===== src/rtl/gip_pkg.sv =====
`timescale 1ns / 1ps
// Shared types and constants for the grid influence propagation block.
// No dependencies.
package gip_pkg;

    localparam int ONE_Q14 = 16384;
    localparam int ONE_Q15 = 32768;

    // command codes
    localparam logic [1:0] FUNC_WRITE = 2'd0;
    localparam logic [1:0] FUNC_READ  = 2'd1;
    localparam logic [1:0] FUNC_PASS  = 2'd2;

    // result kinds
    localparam logic KIND_READ = 1'b0;
    localparam logic KIND_PASS = 1'b1;

    // configuration register indexes
    localparam logic [2:0] REG_X_CELLS       = 3'd0;
    localparam logic [2:0] REG_Y_CELLS       = 3'd1;
    localparam logic [2:0] REG_Z_CELLS       = 3'd2;
    localparam logic [2:0] REG_INERTIA       = 3'd3;
    localparam logic [2:0] REG_WEIGHT_FACE   = 3'd4;
    localparam logic [2:0] REG_WEIGHT_EDGE   = 3'd5;
    localparam logic [2:0] REG_WEIGHT_CORNER = 3'd6;

    typedef logic signed [15:0] val_t;
    typedef logic signed [17:0] wval_t;   // weighted neighbor value

    typedef struct packed {
        val_t  old_value;
        wval_t pos;
        wval_t neg;
        logic  cell_used;
    } blend_in_t;

    function automatic val_t clamp_q14(input val_t v);
        if (v > 16'sd16384)
            return 16'sd16384;
        else if (v < -16'sd16384)
            return -16'sd16384;
        else
            return v;
    endfunction

    function automatic logic [15:0] clamp_q15(input logic [15:0] v);
        return (v > 16'd32768) ? 16'd32768 : v;
    endfunction

endpackage


===== src/rtl/gip_blend.sv =====
`timescale 1ns / 1ps
// Inertia blend of one cell: registered products, then sum, floor shift and clamp; zero for an unused cell.
// Depends on gip_pkg.
module gip_blend
    import gip_pkg::*;
(
    input  logic        clk,
    input  logic        go,
    input  blend_in_t   bin,
    input  logic [15:0] inertia_q,
    output val_t        result
);

    logic signed [32:0] prod_a_reg;
    logic signed [35:0] prod_b_reg;
    logic               used_reg;
    logic signed [18:0] pn_sum;
    logic signed [16:0] in_s;
    logic signed [16:0] rest_s;
    logic signed [36:0] total;
    logic signed [21:0] shifted;

    assign pn_sum = 19'(bin.pos) + 19'(bin.neg);
    assign in_s   = $signed({1'b0, inertia_q});
    assign rest_s = 17'sd32768 - in_s;

    always_ff @(posedge clk)
    begin
        if (go)
        begin
            prod_a_reg <= bin.old_value * in_s;
            prod_b_reg <= pn_sum * rest_s;
            used_reg   <= bin.cell_used;
        end
    end

    assign total   = 37'(prod_a_reg) + 37'(prod_b_reg);
    assign shifted = total[36:15];   // floor divide by 2^15

    always_comb
    begin
        if (!used_reg)
            result = '0;
        else if (shifted > 22'sd16384)
            result = 16'sd16384;
        else if (shifted < -22'sd16384)
            result = -16'sd16384;
        else
            result = shifted[15:0];
    end

endmodule

===== config.mk =====
export PLATFORM = sky130hd
export DESIGN_NAME = gip_blend
export DESIGN_NICKNAME = d
export VERILOG_FILES = /design/src/rtl/gip_pkg.sv /design/src/rtl/gip_blend.sv
export SDC_FILE = /design/constraint.sdc
export NUM_CORES = 2
export LEC_CHECK = 0
export ABC_CLOCK_PERIOD_IN_PS = 15300
export BUFFER_PORTS_ARGS = -buffer_cell sky130_fd_sc_hd__clkbuf_2
export CAP_MARGIN = 20
export CORE_MARGIN = 3
export CORE_UTILIZATION = 30
export DETAILED_ROUTE_END_ITERATION = 8
export SLEW_MARGIN = 20
export SYNTH_ARGS = -nofsm -noshare
export SYNTH_HDL_FRONTEND = slang
export SYNTH_SLANG_ARGS = --single-unit
export TNS_END_PERCENT = 5

===== constraint.sdc =====
create_clock -name clk -period 15.3 [get_ports clk]
set_input_delay 1.53 -clock clk [delete_from_list [all_inputs] [get_ports clk]]
set_output_delay 1.53 -clock clk [all_outputs]
set_load 0.1 [all_outputs]

== After elaboration in Yosys (flattened, before gate mapping) ==
Index checks and enable logic that the tools add are counted.
Storage, ports and cells
  flip-flop bits (word level): 70
Operators by class
  multiply operators: 2
  mux-type cells: 3
  order comparisons: 2
  $add $sub $neg: 3
Operator list (count)
  $mux W16: 3
  $add A33 B36 Y37: 1
  $mul A19 B17 Y36: 1
  $mul A16 B17 Y33: 1
  $gt A22 B16 Y1 const B: 1
  $lt A22 B15 Y1 const B: 1
  $add A18 B18 Y19: 1
  $sub A16 B16 Y17 const A: 1

== Longest topological paths before layout ==
  word-level depth: 5
  depth in mapped cells: 36

== Worst setup path after synthesis ==
No wires, ideal clock.
  path type: input port to flip-flop
  start point: in bin[1] (netlist name)
  end point: reg prod_b_reg[35], data pin
  required time: 15035 ps
  arrival: 9188 ps
  cell stages on the path: 32
  setup slack: 5846 ps
  path through: ha_1 -> inv_1 -> fa_1 -> nor2b_1 -> o21ai_1 -> a21boi_1 -> o21a_1 -> o21a_1 -> o211a_1 -> o2111ai_1 -> and3_1 -> clkbuf_1 -> o31ai_2 -> a21oi_1 -> fa_1 -> fa_1 -> clkbuf_1 -> xnor2_1 -> xnor2_1 -> fa_1 -> fa_1 -> inv_1 -> fa_1 -> inv_1 -> ha_1 -> a21o_1 -> a21o_1 -> a21o_1 -> a21oi_1 -> inv_1 -> a221oi_1 -> xnor2_1
Between the ends
  word-level cells in the longest chain between the ends: 2
Ends and longest elaborated chain
  start, declared: RTL line gip_blend.sv:9  | input blend_in_t bin,
  $add A18 B18 Y19: RTL line gip_blend.sv:23  | assign pn_sum = 19'(bin.pos) + 19'(bin.neg);
  $mul A19 B17 Y36: RTL line gip_blend.sv:32  | prod_b_reg <= pn_sum * rest_s;
  end signal, assigned: RTL line gip_blend.sv:32
  end, declared: RTL line gip_blend.sv:15  | logic signed [35:0] prod_b_reg;
No other way between the ends.
A chain may end at the register's enable or synchronous reset.

== Final worst setup path ==
  start point: in inertia_q[0]
  end point: reg prod_b_reg[31], data pin
Between the ends
  word-level cells in the longest chain between the ends: 2
Ends and longest elaborated chain
  start, declared: RTL line gip_blend.sv:10  | input logic [15:0] inertia_q,
  $sub A16 B16 Y17: RTL line gip_blend.sv:25  | assign rest_s = 17'sd32768 - in_s;
  $mul A19 B17 Y36: RTL line gip_blend.sv:32
No other way between the ends.

==> results.toml <==
[floorplan]
die_h_um = 302
die_area_sq_um = 91400
dieWidth_um = 302
initial_core_util = 0.303
ios = 87
fp-row-count = 108
core_sq_um = 86900

[synth]
synth_area_leaders = "fa_1 (39%), ha_1 (13%), inv_1 (9.2%)"
synth-compound-area-share = 0.0962
muxShareOfSynthArea = 0.00314
syn_avg_cell_area_sq_um = 8.87
ys_seq_elements = 70
ys_warn_count = 0
synth.distinct_cells = 77
ys.flop_type = "edfxtp_1"
synth_edf_count = 70
ys_seq_area_frac = 0.0798
netlist.area_leader.share = 0.392
synth_nets = 3821
synth-xor-area-share = 0.0445
async_flop_share = 0
syn-instance-count = 2969
synth_top_family_by_area = "adder cells"
synth_fa_ha_area_frac = 0.518
syn_area_sq_um = 26300
yosysTopAreaCell = "fa_1"
synthSimpleGateAreaFrac = 0.150

[clock_network]
cts.sinks = 70
cts_hold_buf = 0
h-tree-depth = 3
cts_buffers = 9
postCtsResizedCells = 0
post_cts_buffers = 0
clk_pin_slew_ps = 60
cts_buffer_depth = 2
cts_tree = "built"
clockRootBuffer = "clkbuf_16"

[setup_path]
cp_slowest_cell = "o21ai_2"
cp-startpoint = "inertia_q[0]"
end_kind = "register"
critPathArrivalTime_ps = 10190
cp_top_family = "adder cells"
cpPeakStageDelay_ps = 850
worstPathRequired_ps = 15410
worst-path-buf-inv = 5
worstSetupEndpoint = "prod_b_reg[31]"
cp-start-kind = "input port"
cpMostUsedCell = "fa_1"
critPathMaxFanout = 23
worst-path-stages = 28
path_class = "input port to register"

[worst_hold_path]
hold_class = "input port to register"

[timing]
tightestPinTransition_ps = 1150
slew-limit-headroom = 0.226
setup_viol = 0
rsz0062_at_grt = "no"
fin_tns_setup_ps = 0
fmax_mhz = 99.2
finalCritPeriodShare = 0.659
hold_viol_final = 0
finalMaxSlewViolations = 0
fin_crit_ps = 10080

[routing]
via_count = 20300
drtIter0Drc = 1429
ant_nets = 0
drt-vias-per-instance = 4.87
wl_um = 70500
avgRoutedWirePerCell_um = 16.9
drc = 0
drt_pass1_iterations = 6

[status]
outcome = "finished clean"

[grt]
antenna_found_initial = 8
globalRouteTotalUtil = 0.160
grt_max_degree = 71
gr-total-overflow = 0
grt_pass1_vias = 20900
grt_pass1_wl_um = 114000

[layout]
most-common-layout-cells = "inv_1 (646), fa_1 (516), nand2_1 (326)"
final_common_cell = "inv_1"
drive_above_1_share = 0.0580
n_fill_cell = 9085
nNetsFinal = 3847
final_core_util = 0.327
multi_input_area_sq_um = 21400
largest_reg_flops = 36
area_growth_pct = 7.82
seqCellArea_sq_um = 2100

[placement]
hpwl_um = 58600
place.gp.congestion = 0.914
io_buffers = 86

[run]
max_cap_violations = 0
==> synth_stat cells (14+ instances only) <==
cell and instances:
inv_1 646, fa_1 516, nand2_1 326, ha_1 265, nor2_1 216, and2_1 104, xnor2_1 93, clkbuf_1 90
a21oi_1 83, edfxtp_1 70, o21ai_0 61, a21o_1 51, nor3_1 47, nand3_1 39, xor2_1 39, nand2b_1 30
a31oi_1 23, and3_1 23, o21a_1 21, a211oi_1 18, or3_1 14
==> routing by layer <==
metal | wire, um | vias up | GRT usage
met2 | 33700 | 580 | 0.265
met3 | 4330 | 98 | 0.0230
li1 | - | 9324 | -
met1 | 30600 | 10300 | 0.217
met4 | 1910 | 2 | 0.0445
met5 | 13 | - | 0
==> worst min-delay path by stage <==
stage	start	to	cells after the start
after floorplan	bin[0]	used_reg	0
after global placement	bin[0]	used_reg	1
after detailed placement	bin[0]	used_reg	1
after CTS	bin[0]	used_reg	1
after global routing	bin[0]	used_reg	1
final	bin[0]	used_reg	1
==> cell type report <==
cell class              count  area share
clock inverters             7     0.00229
flip-flops and latches     70      0.0740
inverters                 647      0.0855
diodes                      5    0.000441
repair buffers            120      0.0241
clock buffers               9     0.00793
well taps                1155      0.0509
multi-input cells        2147       0.755
==> cells by family after synthesis <==
logic type	Yosys count
flip-flops	70
AO/OA/AOI/OAI	367
multiplexers	8
buffers and inverters	752
XOR/XNOR	133
AND/OR/NAND/NOR	858
adder cells (fa/ha/maj)	781
==> per-stage QoR <==
stage / hold slack [ps] / cells / cell area, sq um / worst slack, ps
after floorplan: 1630 / 2969 / 26300 / 5850
after global placement: 1730 / 4138 / 28100 / 4980
after detailed placement: 1730 / 4138 / 28100 / 4840
after CTS: 1350 / 4154 / 28400 / 5220
after global routing: 1350 / 4155 / 28400 / 4630
final: 1350 / 4160 / 28400 / 5220
Power is not shown: default switching activity piles up to over one toggle a cycle in this logic, so the estimate is an artifact.
